**src/kptt_pkg.sv**
```systemverilog
// Package for the keyed pending tag table.
// Holds the table size, derived widths, operation codes and shared types.
// Has no dependencies; every other file of the block imports it.
package kptt_pkg;

	// Table size and the widths that follow from it.
	localparam int DEPTH = 16;
	localparam int IDX_W = $clog2(DEPTH);
	localparam int CNT_W = $clog2(DEPTH + 1);
	localparam int SUM_W = CNT_W + 1;

	// Field widths of one item.
	localparam int KEY_W = 32;
	localparam int CAT_W = 8;
	localparam int FLG_W = 8;

	// Operation codes carried by func.
	localparam logic [1:0] FN_STORE   = 2'd0;
	localparam logic [1:0] FN_CONSUME = 2'd1;
	localparam logic [1:0] FN_CLEAR   = 2'd2;

	// One table entry.
	typedef struct packed {
		logic [KEY_W-1:0] key;
		logic [CAT_W-1:0] category;
		logic [FLG_W-1:0] flags;
	} entry_t;

	// Access request from the sequencer to the entry memory.
	typedef struct packed {
		logic             rd_en;
		logic [IDX_W-1:0] rd_addr;
		logic             wr_en;
		logic [IDX_W-1:0] wr_addr;
		entry_t           wr_data;
	} mem_req_t;

endpackage

```
**src/kptt_mem.sv**
```systemverilog
// Entry memory of the keyed pending tag table.
// One write port and one read port with registered read data; no reset of contents.
// Depends on kptt_pkg for the entry type and the request struct.
module kptt_mem
	import kptt_pkg::*;
(
	input  logic     clk,
	input  mem_req_t req,
	output entry_t   rd_data
);

	entry_t mem_q [DEPTH];
	entry_t rd_data_q;

	// Write port.
	always_ff @(posedge clk) begin
		if (req.wr_en) begin
			mem_q[req.wr_addr] <= req.wr_data;
		end
	end

	// Registered read port.
	always_ff @(posedge clk) begin
		if (req.rd_en) begin
			rd_data_q <= mem_q[req.rd_addr];
		end
	end

	assign rd_data = rd_data_q;

endmodule

```
**src/kptt_seq.sv**
```systemverilog
// Sequencer of the keyed pending tag table: one key comparator and one index
// counter reused to scan and compact entries, plus the result register; appends write at the count.
// Depends on kptt_pkg; drives the entry memory through a mem_req_t request.
module kptt_seq
	import kptt_pkg::*;
(
	input  logic             clk,
	input  logic             arst_n,
	input  logic             in_valid,
	output logic             in_stall,
	input  logic [1:0]       func,
	input  logic [KEY_W-1:0] key,
	input  logic [CAT_W-1:0] category,
	input  logic [FLG_W-1:0] flags,
	output logic             out_valid,
	input  logic             out_stall,
	output logic             found,
	output logic [CAT_W-1:0] category_out,
	output logic [FLG_W-1:0] flags_out,
	output logic             evicted,
	output mem_req_t         mem_req,
	input  entry_t           rd_data
);

	localparam logic [2:0] S_IDLE  = 3'd0;
	localparam logic [2:0] S_SCAN  = 3'd1;
	localparam logic [2:0] S_SHIFT = 3'd2;
	localparam logic [2:0] S_ADD   = 3'd3;
	localparam logic [2:0] S_DONE  = 3'd4;

	logic [2:0]       state_q;
	logic [CNT_W-1:0] count_q;
	logic [IDX_W-1:0] idx_q;

	// Latched item.
	logic [1:0]       func_q;
	logic [KEY_W-1:0] key_q;
	logic [CAT_W-1:0] cat_q;
	logic [FLG_W-1:0] flg_q;

	// Result being built, and the output register.
	logic             res_found_q;
	logic [CAT_W-1:0] res_cat_q;
	logic [FLG_W-1:0] res_flg_q;
	logic             res_evict_q;
	logic             out_valid_q;
	logic             found_q;
	logic [CAT_W-1:0] cat_out_q;
	logic [FLG_W-1:0] flg_out_q;
	logic             evicted_q;

	logic             match;
	logic [SUM_W-1:0] idx_ext;
	logic [SUM_W-1:0] nxt1;
	logic [SUM_W-1:0] nxt2;
	logic [SUM_W-1:0] cnt_ext;
	logic             more1;
	logic             more2;
	logic             full;
	logic             accept;
	logic             out_free;

	// The shared comparator and the index arithmetic.
	assign match    = (rd_data.key == key_q);
	assign idx_ext  = SUM_W'(idx_q);
	assign nxt1     = idx_ext + SUM_W'(1);
	assign nxt2     = idx_ext + SUM_W'(2);
	assign cnt_ext  = SUM_W'(count_q);
	assign more1    = (nxt1 < cnt_ext);
	assign more2    = (nxt2 < cnt_ext);
	assign full     = (cnt_ext == SUM_W'(DEPTH));
	assign accept   = in_valid && (state_q == S_IDLE);
	assign out_free = !out_valid_q || !out_stall;

	assign in_stall = (state_q != S_IDLE);

	// Memory requests for each step of the sequence.
	always_comb begin
		mem_req         = '0;
		mem_req.wr_addr = idx_q;
		mem_req.wr_data = '{key: key_q, category: cat_q, flags: flg_q};
		case (state_q)
			S_IDLE: begin
				mem_req.rd_en   = accept;
				mem_req.rd_addr = '0;
			end
			S_SCAN: begin
				if (match) begin
					if (func_q == FN_STORE) begin
						mem_req.wr_en = 1'b1;
					end else if (more1) begin
						mem_req.rd_en   = 1'b1;
						mem_req.rd_addr = nxt1[IDX_W-1:0];
					end
				end else if (more1) begin
					mem_req.rd_en   = 1'b1;
					mem_req.rd_addr = nxt1[IDX_W-1:0];
				end else if (func_q == FN_STORE && full) begin
					mem_req.rd_en   = 1'b1;
					mem_req.rd_addr = IDX_W'(1);
				end
			end
			S_SHIFT: begin
				mem_req.wr_en   = 1'b1;
				mem_req.wr_data = rd_data;
				if (more2) begin
					mem_req.rd_en   = 1'b1;
					mem_req.rd_addr = nxt2[IDX_W-1:0];
				end
			end
			S_ADD: begin
				mem_req.wr_en   = 1'b1;
				mem_req.wr_addr = count_q[IDX_W-1:0];
			end
			default: begin
			end
		endcase
	end

	// Item capture, without reset.
	always_ff @(posedge clk) begin
		if (accept) begin
			func_q <= func;
			key_q  <= key;
			cat_q  <= category;
			flg_q  <= flags;
		end
	end

	// Sequencer, entry count and result building.
	always_ff @(posedge clk or negedge arst_n) begin
		if (!arst_n) begin
			state_q     <= S_IDLE;
			count_q     <= '0;
			idx_q       <= '0;
			res_found_q <= 1'b0;
			res_cat_q   <= '0;
			res_flg_q   <= '0;
			res_evict_q <= 1'b0;
		end else begin
			case (state_q)
				S_IDLE: begin
					if (accept) begin
						idx_q       <= '0;
						res_found_q <= 1'b0;
						res_cat_q   <= '0;
						res_flg_q   <= '0;
						res_evict_q <= 1'b0;
						if (func == FN_CLEAR) begin
							count_q <= '0;
							state_q <= S_DONE;
						end else if (func == FN_STORE || func == FN_CONSUME) begin
							if (count_q != '0) begin
								state_q <= S_SCAN;
							end else if (func == FN_STORE) begin
								state_q <= S_ADD;
							end else begin
								state_q <= S_DONE;
							end
						end else begin
							state_q <= S_DONE;
						end
					end
				end
				S_SCAN: begin
					if (match) begin
						res_found_q <= 1'b1;
						if (func_q == FN_STORE) begin
							state_q <= S_DONE;
						end else begin
							res_cat_q <= rd_data.category;
							res_flg_q <= rd_data.flags;
							if (more1) begin
								state_q <= S_SHIFT;
							end else begin
								count_q <= count_q - CNT_W'(1);
								state_q <= S_DONE;
							end
						end
					end else if (more1) begin
						idx_q <= nxt1[IDX_W-1:0];
					end else if (func_q == FN_STORE) begin
						if (full) begin
							res_evict_q <= 1'b1;
							idx_q       <= '0;
							state_q     <= S_SHIFT;
						end else begin
							state_q <= S_ADD;
						end
					end else begin
						state_q <= S_DONE;
					end
				end
				S_SHIFT: begin
					if (more2) begin
						idx_q <= nxt1[IDX_W-1:0];
					end else begin
						count_q <= count_q - CNT_W'(1);
						state_q <= (func_q == FN_STORE) ? S_ADD : S_DONE;
					end
				end
				S_ADD: begin
					count_q <= count_q + CNT_W'(1);
					state_q <= S_DONE;
				end
				S_DONE: begin
					if (out_free) begin
						state_q <= S_IDLE;
					end
				end
				default: begin
					state_q <= S_IDLE;
				end
			endcase
		end
	end

	// Output valid: set when a result moves in, cleared after its transfer.
	always_ff @(posedge clk or negedge arst_n) begin
		if (!arst_n) begin
			out_valid_q <= 1'b0;
		end else if (state_q == S_DONE && out_free) begin
			out_valid_q <= 1'b1;
		end else if (!out_stall) begin
			out_valid_q <= 1'b0;
		end
	end

	// Output payload, held while the result waits.
	always_ff @(posedge clk) begin
		if (state_q == S_DONE && out_free) begin
			found_q   <= res_found_q;
			cat_out_q <= res_cat_q;
			flg_out_q <= res_flg_q;
			evicted_q <= res_evict_q;
		end
	end

	assign out_valid    = out_valid_q;
	assign found        = found_q;
	assign category_out = cat_out_q;
	assign flags_out    = flg_out_q;
	assign evicted      = evicted_q;

endmodule

```
**src/keyed_pending_tag_table.sv**
```systemverilog
// Keyed pending tag table: ordered key table with update, append, evict, consume and clear.
// A store or consume scans the entries in order, moves later entries down when a gap is
// closed, and appends a new key at the end; a new key on a full table evicts the oldest.
// No new item is taken until the current result has entered the output register; the
// one read port and the one key comparator serve each item's steps in turn.
// Reset (arst_n low) empties the table and drops any pending result; contents are not cleared.
module keyed_pending_tag_table
	import kptt_pkg::*;
(
	input  logic             clk,
	input  logic             arst_n,
	input  logic             in_valid,
	output logic             in_stall,
	input  logic [1:0]       func,
	input  logic [KEY_W-1:0] key,
	input  logic [CAT_W-1:0] category,
	input  logic [FLG_W-1:0] flags,
	output logic             out_valid,
	input  logic             out_stall,
	output logic             found,
	output logic [CAT_W-1:0] category_out,
	output logic [FLG_W-1:0] flags_out,
	output logic             evicted
);

	mem_req_t mem_req;
	entry_t   rd_data;

	// Sequencer with the shared comparator.
	kptt_seq u_seq (
		.clk          (clk),
		.arst_n       (arst_n),
		.in_valid     (in_valid),
		.in_stall     (in_stall),
		.func         (func),
		.key          (key),
		.category     (category),
		.flags        (flags),
		.out_valid    (out_valid),
		.out_stall    (out_stall),
		.found        (found),
		.category_out (category_out),
		.flags_out    (flags_out),
		.evicted      (evicted),
		.mem_req      (mem_req),
		.rd_data      (rd_data)
	);

	// Entry storage.
	kptt_mem u_mem (
		.clk     (clk),
		.req     (mem_req),
		.rd_data (rd_data)
	);

endmodule

```
**config.mk**
```make
export PLATFORM = sky130hd
export DESIGN_NAME = keyed_pending_tag_table
export DESIGN_NICKNAME = d
export VERILOG_FILES = /design/src/kptt_pkg.sv /design/src/kptt_mem.sv /design/src/kptt_seq.sv /design/src/keyed_pending_tag_table.sv
export SDC_FILE = /design/constraint.sdc
export NUM_CORES = 1
export LEC_CHECK = 0
export ABC_AREA = 1
export BUFFER_PORTS_ARGS = -buffer_cell sky130_fd_sc_hd__clkbuf_2
export CORE_ASPECT_RATIO = 0.8
export CORE_MARGIN = 2
export CORE_UTILIZATION = 50
export CTS_CLUSTER_SIZE = 24
export DETAILED_ROUTE_END_ITERATION = 8
export HOLD_SLACK_MARGIN = 0.05
export PLACE_DENSITY = 0.68
export SYNTH_ARGS = -nofsm -noshare
export SYNTH_HDL_FRONTEND = slang
export SYNTH_SLANG_ARGS = --single-unit
```
**constraint.sdc**
```tcl
create_clock -name clk -period 5 [get_ports clk]
set_clock_uncertainty 0.15 [all_clocks]
set_input_delay 0.5 -clock clk [delete_from_list [all_inputs] [get_ports clk]]
set_output_delay 0.5 -clock clk [all_outputs]
set_load 0.01 [all_outputs]
```
-- Word-level counts from Yosys, hierarchy flattened
Memory sizes are Yosys's and may differ from the RTL's. A register that Yosys moved wholly into a read port is not among the register bits.
Cells that the tools add are included.
W data, S select, Z words.
- bits in registers: 99
- bits in writable memories: 768
- input bits: 54
- word-level logic and storage cells: 128
- memories kept: 1
- add/sub/neg operators: 4
- order comparisons: 2
- eq/ne operators: 23
- muxes and demuxes: 60
- reductions and logical operators: 22
- memories (memory ; words ; bits a word ; read ports ; clocked after memory_dff ; wr ports ; RTL line ; text):
    u_mem.mem_q ; 16 ; 48 ; 1 ; 1 ; 1 ; kptt_mem.sv:12 ; entry_t mem_q [DEPTH];
- operator list (kind ; count):
    $mux W5 ; 12
    $mux W48 ; 1
    $mux W8 ; 5
    $mux W3 ; 13
    $eq A32 B32 Y1 ; 1
    $pmux W8 S2 ; 2
    $mux W4 ; 7
    $pmux W5 S4 ; 1
    $pmux W3 S5 ; 1
    $pmux W5 S3 ; 1
    $ne A2 B1 Y1 const B ; 7
    $mux W1 ; 13
    $lt A6 B5 Y1 ; 2
    $pmux W4 S3 ; 1
    $reduce_and A6 Y1 ; 2
    $ne A2 B2 Y1 const B ; 5
    $reduce_and A4 Y1 ; 2
    $reduce_and A7 Y1 ; 1
    $eq A3 B2 Y1 const B ; 2
    $ne A3 B1 Y1 const B ; 2
    $pmux W1 S2 ; 3
    $reduce_bool A3 Y1 ; 2
    $add A4 B1 Y5 const B ; 1
    $add A4 B2 Y5 const B ; 1
    other kinds (18) ; 23

-- Longest topological paths before layout
Gate-level depths: netlist (run 1).
- depth after elaboration: 7
- gate-level depth with buffers: 21
- depth with buffers taken out: 19

-- Cells and area by module
Synthesis (run 1) repeated with hierarchy kept, for this count alone.
- cells, all modules: 3808
- area total of the unflattened synthesis: 39847.0 µm²
- modules (own cells, without submodules) (module ; times used ; cells an instance ; area an instance (µm²) ; sequential area each (µm²)):
    kptt_mem ; 1 ; 3165 ; 34469.3 ; 24503.5
    kptt_seq ; 1 ; 643 ; 5377.7 ; 2817.7

-- Worst setup path before layout (run 1)
OpenSTA, ideal clock, no wires.
- kind: register to register
- start point: reg u_seq.state_q[2]
- end point: mem u_mem.mem_q[1][0] (netlist name), enable pin
- data arrival time: 4742 ps
- required time: 4337 ps
- setup slack: -405 ps
- cell stages (with the launch flop): 8
- clock period less this slack: 5405 ps
- path through: dfrtp_1 nor2_1 inv_2 nor2_1 inv_1 o21ai_0 nand2_1 nor3_1
- longest elaborated chain between the ends: 5
- ends and longest elaborated chain (element ; RTL line ; text):
    from (decl) ; kptt_seq.sv:31 ; logic [2:0] state_q;
    from (signal assigned) ; kptt_seq.sv:199 ; state_q <= (func_q == FN_STORE) ? S_ADD : S_DONE;
    $eq A3 B2 Y1 ; kptt_seq.sv:82 ; case (state_q)
    $reduce_or A2 Y1 (no source line) ; -- ;
    $pmux W1 S2 ; kptt_seq.sv:82 ;
    $mux W1 ; kptt_mem.sv:17 ; if (req.wr_en) begin
    $mux W1 (not written as such) ; kptt_mem.sv:18 ; mem_q[req.wr_addr] <= req.wr_data;
    to (decl) ; kptt_mem.sv:12 ;
Several ways; a longest one is shown, not always the timed one.

-- Worst setup path in the final report (run 1)
- start point: reg u_mem.rd_data[38] (netlist name)
- end point: mem u_mem.mem_q[12][13] (netlist name), enable pin
- longest elaborated chain between the ends: 5
- ends and longest elaborated chain (element ; RTL line ; text):
    $eq A32 B32 Y1 ; kptt_seq.sv:64 ; assign match = (rd_data.key == key_q);
    $mux W1 ; kptt_seq.sv:88 ; if (match) begin
    $pmux W1 S2 ; kptt_seq.sv:82 ;
    $mux W1 ; kptt_mem.sv:17 ;
    $mux W1 (not written as such) ; kptt_mem.sv:18 ;
Every way passes these cells.

==> metrics, run 1 <==
area of the core=~79000 µm²; Fmax achieved=225 MHz; worst-path maximum fanout=38; nets=between 3000 and 4000; Setup TNS=0 ps; GPL Wtd Cong=roughly 0.82; Final Hold Viols=0; Sw Share=31.4%; Area Growth Syn to Fin=12.6%; gr usage total=between 20% and 30%; CTS root buf=clkbuf_16; Final Instance Area=between 40000 and 50000 µm²; final routed DRC violation total=0; hold path cells=0; Psw=just under 7 mW; Slew headroom=22.1%; worst hold path class=reg2reg; Peak VDD IR=~0.34 mV; Critical Path AT=between 4000 and 5000 ps; number of enable flip-flop cells after synthesis=just under 900; DR pass1 iterations=6; crit start category=register; Leak Pwr=around 18 nW; largest net degree at the start of global routing=roughly 150; initial antenna violation count=3; outcome=completed; R2R depth=14; Main synth FF type=edfxtp_1; worst-margin pin slew=1160 ps; IO Pins=74; Netlist cell types=39; DR vias=27000; Post-Syn Nets=approximately 3800; chip height=~260 µm; Synth warnings=0; final core utilization=approximately 57%; clock tree buffer depth=3; period utilisation layout=89.0%; Clk pin slew, worst setup/hold paths=roughly 70 ps; Pint=14.9 mW; Port Buffers=73; RSZ-0062 raised after global routing=no; antenna-violating nets left=0; clk_lat worst skew=about 670 ps; WL/cell=roughly 21 µm; Post-Syn Area per Cell=approximately 11 µm²; Initial Utilization=~51%; Clock H-tree levels=3; Mapped Cells=approximately 3700; vias in the first global route=~26000; Logic pwr share=22.9%; Iter 0 DRT Violations=between 3000 and 4000; DIE AREA=between 80000 and 90000 µm²; register area share after synthesis=about 68%; Final Max Tran Viols=0; share of layout cells above drive strength 1=around 8.4%; routed vias/inst=about 5.5; Max-Cap Viols=0; die width=321 µm; Reg power frac=between 40% and 50%; Num CTS Buffers=slightly below 90; pwr dens=around 480 nW/µm²; Placement Cell Area=around 42000 µm²; first-pass GRT wire length=~160000 µm; synthesized area=between 40000 and 50000 µm²; Final Critical Period=about 4400 ps; final-report setup violation count=0; DP HPWL=52300 µm; fillers=~6400; #FFs+latches synth=915; Num Clock Sinks=~920; CP Class=reg2reg; worst path required time=between 5000 and 6000 ps; row cnt=~90; Congestion Overflow GR=0; Post-Route WL=a little over 100000 µm; FFs w/ async S/R, synth=under 10%; CTS tree=built; clock share of power=a little under a third; crit end category=register
final cells by class:
| type | instances | area [µm²] | share of cell area, % |
|---|---|---|---|
| clock buffer | 123 | 2420 | 5.37 |
| timing repair buffer | 206 | 1810 | 4.00 |
| inverter | 612 | 2300 | 5.10 |
| sequential | 915 | 27300 | 60.5 |
| multi-input combinational | 1945 | 9640 | 21.3 |
| tap | 1034 | 1290 | 2.86 |
| antenna | 2 | 5.00 | 0.0111 |
| clock inverter | 41 | 388 | 0.858 |
cell families after synthesis:
family                   Yosys count  synth area share [%]
AO/OA/AOI/OAI                     96                  1.28
XOR/XNOR                          25                 0.546
AND/OR/NAND/NOR                 1809                  21.2
flip-flops                       915                  68.1
buffers and inverters            824                  8.40
multiplexers                       1                0.0250
adder cells (fa/ha/maj)           14                 0.455
path summary, 6_finish.rpt:
path,startpoint,endpoint,slack [ps]
max,u_mem.rd_data[38],u_mem.mem_q[12][13],550
min,u_seq.res_cat_q[3],u_seq.category_out[3],290
max reg2reg,u_mem.rd_data[38],u_mem.mem_q[12][13],550
min reg2reg,u_seq.res_cat_q[3],u_seq.category_out[3],290
max in group asynchronous,arst_n,u_seq.count_q[1],3790
min in group asynchronous,arst_n,u_seq.res_flg_q[3],350
worst max-delay path: stages, from the launching register on:
cell and delay, ps:
edfxtp_1 410, xnor2_1 170, nand2_1 190, nor2_1 250, nand2_1 100, nor2_1 530
nand2_1 260, inv_2 150, nand2_1 110, inv_1 110, a21oi_1 190, inv_1 200
nand3_1 320, nor2_4 550, buf_12 370
placed cells by master, fill, tap and decap left out, drive strengths merged, types with 2 or more instances in the layout:
cell and instances:
edfxtp 884, nand3 884, nand2 724, inv 615, clkbuf 196, nand3b 144
buf 81, o21ai 76, dlygate4sd3 52, nor2 45, clkinv 33, dfrtp 31
xnor2 23, ha 13, a21oi 10, nor3 5, nand4 4, bufinv 4
o22ai 4, or2 3, diode 2, a21o 2, xor2 2
sequential cells by signal (all words and copies together) (netlist names):
name	count
u_mem.mem_q	768
u_mem.rd_data	48
u_seq.cat_q	8
u_seq.category_out	8
u_seq.count_q	5
u_seq.evicted	1
u_seq.flags_out	8
u_seq.flg_q	8
u_seq.found	1
u_seq.func_q	2
u_seq.idx_q	4
u_seq.key_q	32
u_seq.out_valid	1
u_seq.res_cat_q	8
u_seq.res_evict_q	1
u_seq.res_flg_q	8
u_seq.res_found_q	1
u_seq.state_q	3
power groups by stage:
stage	Sequential (mW)	Clock (mW)	Combinational [mW]
after detailed placement	10.4	0	4.95
after global routing	10.3	6.92	5.57
final	10.2	6.54	5.00
after global placement	10.4	0	4.86
after CTS	10.2	6.61	5.01
after floorplan	10.3	0	3.30
layer usage:
metal  global-route usage [%]  up-vias  wire (µm)
met3                     4.54      169       8390
met5                        0        -         11
met1                     34.9    13200      43200
met2                     39.0     1115      46900
met4                     6.87        2       2330
li1                         -    12600          -
timing repair:
item,4_1_cts,5_1_grt
gates resized for setup,0,0
hold endpoints to repair,82,0
setup buffers,0,0
hold buffers,52,0
synthesized netlist by cell type, types with 2 or more instances:
cell	number	area share, %
nand2_4	2	0.056
nand4_1	4	0.062
o22ai_1	4	0.062
dfrtp_1	31	1.9
edfxtp_1	884	66
xor2_1	2	0.044
ha_1	13	0.41
a21oi_1	9	0.11
nand2_2	2	0.031
clkbuf_1	46	0.43
a21o_1	2	0.037
nand2_1	720	6.7
buf_4	32	0.60
nor2_1	44	0.41
nand3_1	882	11
buf_1	22	0.21
o21ai_0	74	0.92
xnor2_1	23	0.50
buf_2	109	1.4
inv_2	10	0.094
nor3_1	4	0.050
or2_2	2	0.031
inv_1	601	5.6
nand3_2	2	0.050
nand3b_1	144	2.7
buf_6	3	0.084
stage by stage:
step / setup slack (ps) / std cells / power [mW] / hold slack, ps
finish: 552 / 4878 / 21.8 / 292
global route: 424 / 4878 / 22.8 / 295
CTS: 562 / 4876 / 21.9 / 295
detailed placement: 597 / 4660 / 15.3 / 281
global placement: 572 / 4660 / 15.3 / 275
floorplan: 255 / 3684 / 13.6 / 54.4
Note: power is estimated with default switching activity, not from simulation.
==> run 2, diff against run 1 <==
--- a/config.mk
+++ b/config.mk
@@ -7,13 +7,15 @@
 export LEC_CHECK = 0
 export ABC_AREA = 1
 export BUFFER_PORTS_ARGS = -buffer_cell sky130_fd_sc_hd__clkbuf_2
+export CELL_PAD_IN_SITES_DETAIL_PLACEMENT = 0
+export CELL_PAD_IN_SITES_GLOBAL_PLACEMENT = 1
 export CORE_ASPECT_RATIO = 0.8
 export CORE_MARGIN = 2
-export CORE_UTILIZATION = 50
+export CORE_UTILIZATION = 46
 export CTS_CLUSTER_SIZE = 24
 export DETAILED_ROUTE_END_ITERATION = 8
 export HOLD_SLACK_MARGIN = 0.05
-export PLACE_DENSITY = 0.68
+export PLACE_DENSITY_LB_ADDON = 0.1
 export SYNTH_ARGS = -nofsm -noshare
 export SYNTH_HDL_FRONTEND = slang
 export SYNTH_SLANG_ARGS = --single-unit
==> run 2 against run 1 <==
Wire length is 9.1% higher. Final cell count is 2.3% higher. Global-route usage is 0.12 points higher. Core utilization is 4.1 points lower. Setup slack worse by 1.0 ps. Count of clock-buffer cells in the layout is 4 higher. Hold slack better by 4.6 ps. Final area is 1.0% higher. Die area is 8.6% higher. Sequential power hardly changed. First-iteration DRC count is 34% lower. Register-to-register slack hardly changed.
==> metrics, run 2 (synthesized netlist as in run 1, its figures left out) <==
area of the core=roughly 86000 µm²; CTS-repair resized insts=0; WL/cell=between 20 and 25 µm; reg2reg end=u_mem.rd_data[40]; R2R depth=16; Setup TNS=0 ps; antenna-violating nets left=0; uppermost layer routed=met5; Final Hold Viols=0; gr usage total=between 20% and 30%; Final Critical Period=between 4000 and 5000 ps; CP Class=reg2reg; CP most frequent cell=nand2_1; CP Buf/Inv Count=3; crit end category=register; GPL Wtd Cong=roughly 0.86; DR pass1 iterations=6; crit start category=register; CTS root buf=clkbuf_16; worst-margin pin slew=1100 ps; CTS tree=built; pre-CTS setup slack=approximately 540 ps; chip height=roughly 270 µm; R2R Setup Slk=approximately 550 ps; Congestion Overflow GR=0; hold_sp=u_seq.res_cat_q[2]; row cnt=96; RSZ-0062 raised after global routing=no; vias in the first global route=~26000; DP HPWL=around 56000 µm; Initial Utilization=46.6%; DIE AREA=about 90000 µm²; Leak Pwr=about 18 nW; pwr dens=roughly 490 nW/µm²; worst hold path class=reg2reg; Clock H-tree levels=3; initial antenna violation count=2; routed vias/inst=~5.4; clock tree buffer depth=3; hold path cells=0; Peak VDD IR=between 0.3 and 0.4 mV; IO Pins=74; largest net degree at the start of global routing=around 150; Hold EP=u_seq.category_out[2]; final routed DRC violation total=0; Max-Cap Viols=0; most frequent cells in the layout=884 x edfxtp_1, 882 x nand3_1, 719 x nand2_1, 600 x inv_1, 144 x nand3b_1; Num CTS Buffers=95; Iter 0 DRT Violations=about 2100; Post-Route M1 WL=a little under 50000 µm; outcome=completed; antenna cells=0; final worst slack=roughly 550 ps; Num Clock Sinks=roughly 920; Most flops, register=u_mem.mem_q; die width=334 µm; period utilisation layout=between 80% and 90%; met2 routed wirelength=52300 µm; Port Buffers=73; DR vias=around 27000; Cell Chain, Critical Path=xnor2_1 -> nand2_1 -> nor2_1 -> nand2_1 -> nor2_1 -> nand2_1 -> inv_2 -> nand2_1 -> nand2_1 -> nand2_8 -> inv_6 -> buf_12 -> nand3_1 -> nand3_1 -> nand3_1 -> nand2_1; DR WL met3=between 6000 and 7000 µm; commonest non-fill, non-tap cell in the layout=edfxtp_1; worst-path maximum fanout=54; crit-path max cell delay=about 500 ps; Slowest cell on crit path=inv_6; max reg flops=between 700 and 800; Area Growth Syn to Fin=13.8%; nets=3857; Final Max Tran Viols=0; Fmax achieved=225 MHz; FF-to-FF Start=u_seq.key_q[0]; clk_lat worst skew=around 700 ps; cell family with most CP delay=simple AND/OR/NAND/NOR gates; Slew headroom=26.3%; final-report setup violation count=0; first-pass GRT wire length=164000 µm; Clk pin slew, worst setup/hold paths=about 60 ps; worst path required time=5380 ps; share of layout cells above drive strength 1=8.78%; Post-Route WL=about 110000 µm; Critical Path AT=4830 ps
## run 2: worst max-delay path by stage
stage | startpoint | endpoint | slack [ps] | cells after the start
2_1_floorplan | u_seq.state_q[1] | u_mem.rd_data[0] | 260 | 5
3_3_place_gp | u_seq.key_q[0] | u_mem.rd_data[40] | 590 | 16
3_5_place_dp | u_seq.key_q[0] | u_mem.mem_q[13][30] | 540 | 14
4_1_cts | u_seq.key_q[0] | u_mem.mem_q[13][30] | 530 | 14
5_1_grt | u_seq.key_q[0] | u_mem.rd_data[44] | 420 | 16
6_report | u_seq.key_q[0] | u_mem.rd_data[40] | 550 | 16
## run 2: layout make-up
| class | instances | area, µm² |
|---|---|---|
| Sequential cell | 915 | 27300 |
| Clock buffer | 127 | 2580 |
| Tap cell | 1127 | 1410 |
| Fill cell | 7527 | 40500 |
| Inverter | 612 | 2310 |
| Timing Repair Buffer | 220 | 1950 |
| Multi-Input combinational cell | 1945 | 9640 |
| Clock inverter | 42 | 435 |
## run 2: per-stage QoR
| step | total power, mW | instance area [µm²] | hold slack, ps | utilization, % | cells |
|---|---|---|---|---|---|
| 2_1_floorplan | 13.6 | 40100 | 54.4 | - | 3684 |
| 3_5_place_dp | 15.5 | 42100 | 283 | 48.9 | 4767 |
| 5_1_grt | 23.4 | 45600 | 304 | 53.0 | 4988 |
| 4_1_cts | 22.5 | 45600 | 297 | 53.0 | 4988 |
| 3_3_place_gp | 15.4 | 42100 | 280 | 48.9 | 4767 |
| 6_report | 22.3 | 45600 | 296 | 53.0 | 4988 |
## run 2: timing repair
action / in CTS / in global routing
hold endpoints to repair: 83 / 0
setup buffers: 0 / 0
hold buffers: 52 / 0
endpoints found under the setup margin: 0 / 0
## run 2: per-layer routing
layer  up-vias  global-route usage, %
met1     13300                   34.8
met5         -                      0
met3       140                   3.29
li1      12600                      -
met4         2                   6.04
met2       768                   40.9
## run 2: power by group
part	switching [mW]	total [mW]	internal, mW
logic	3.77	5.18	1.41
registers	0.279	10.2	9.95
clock network	2.94	6.92	3.98
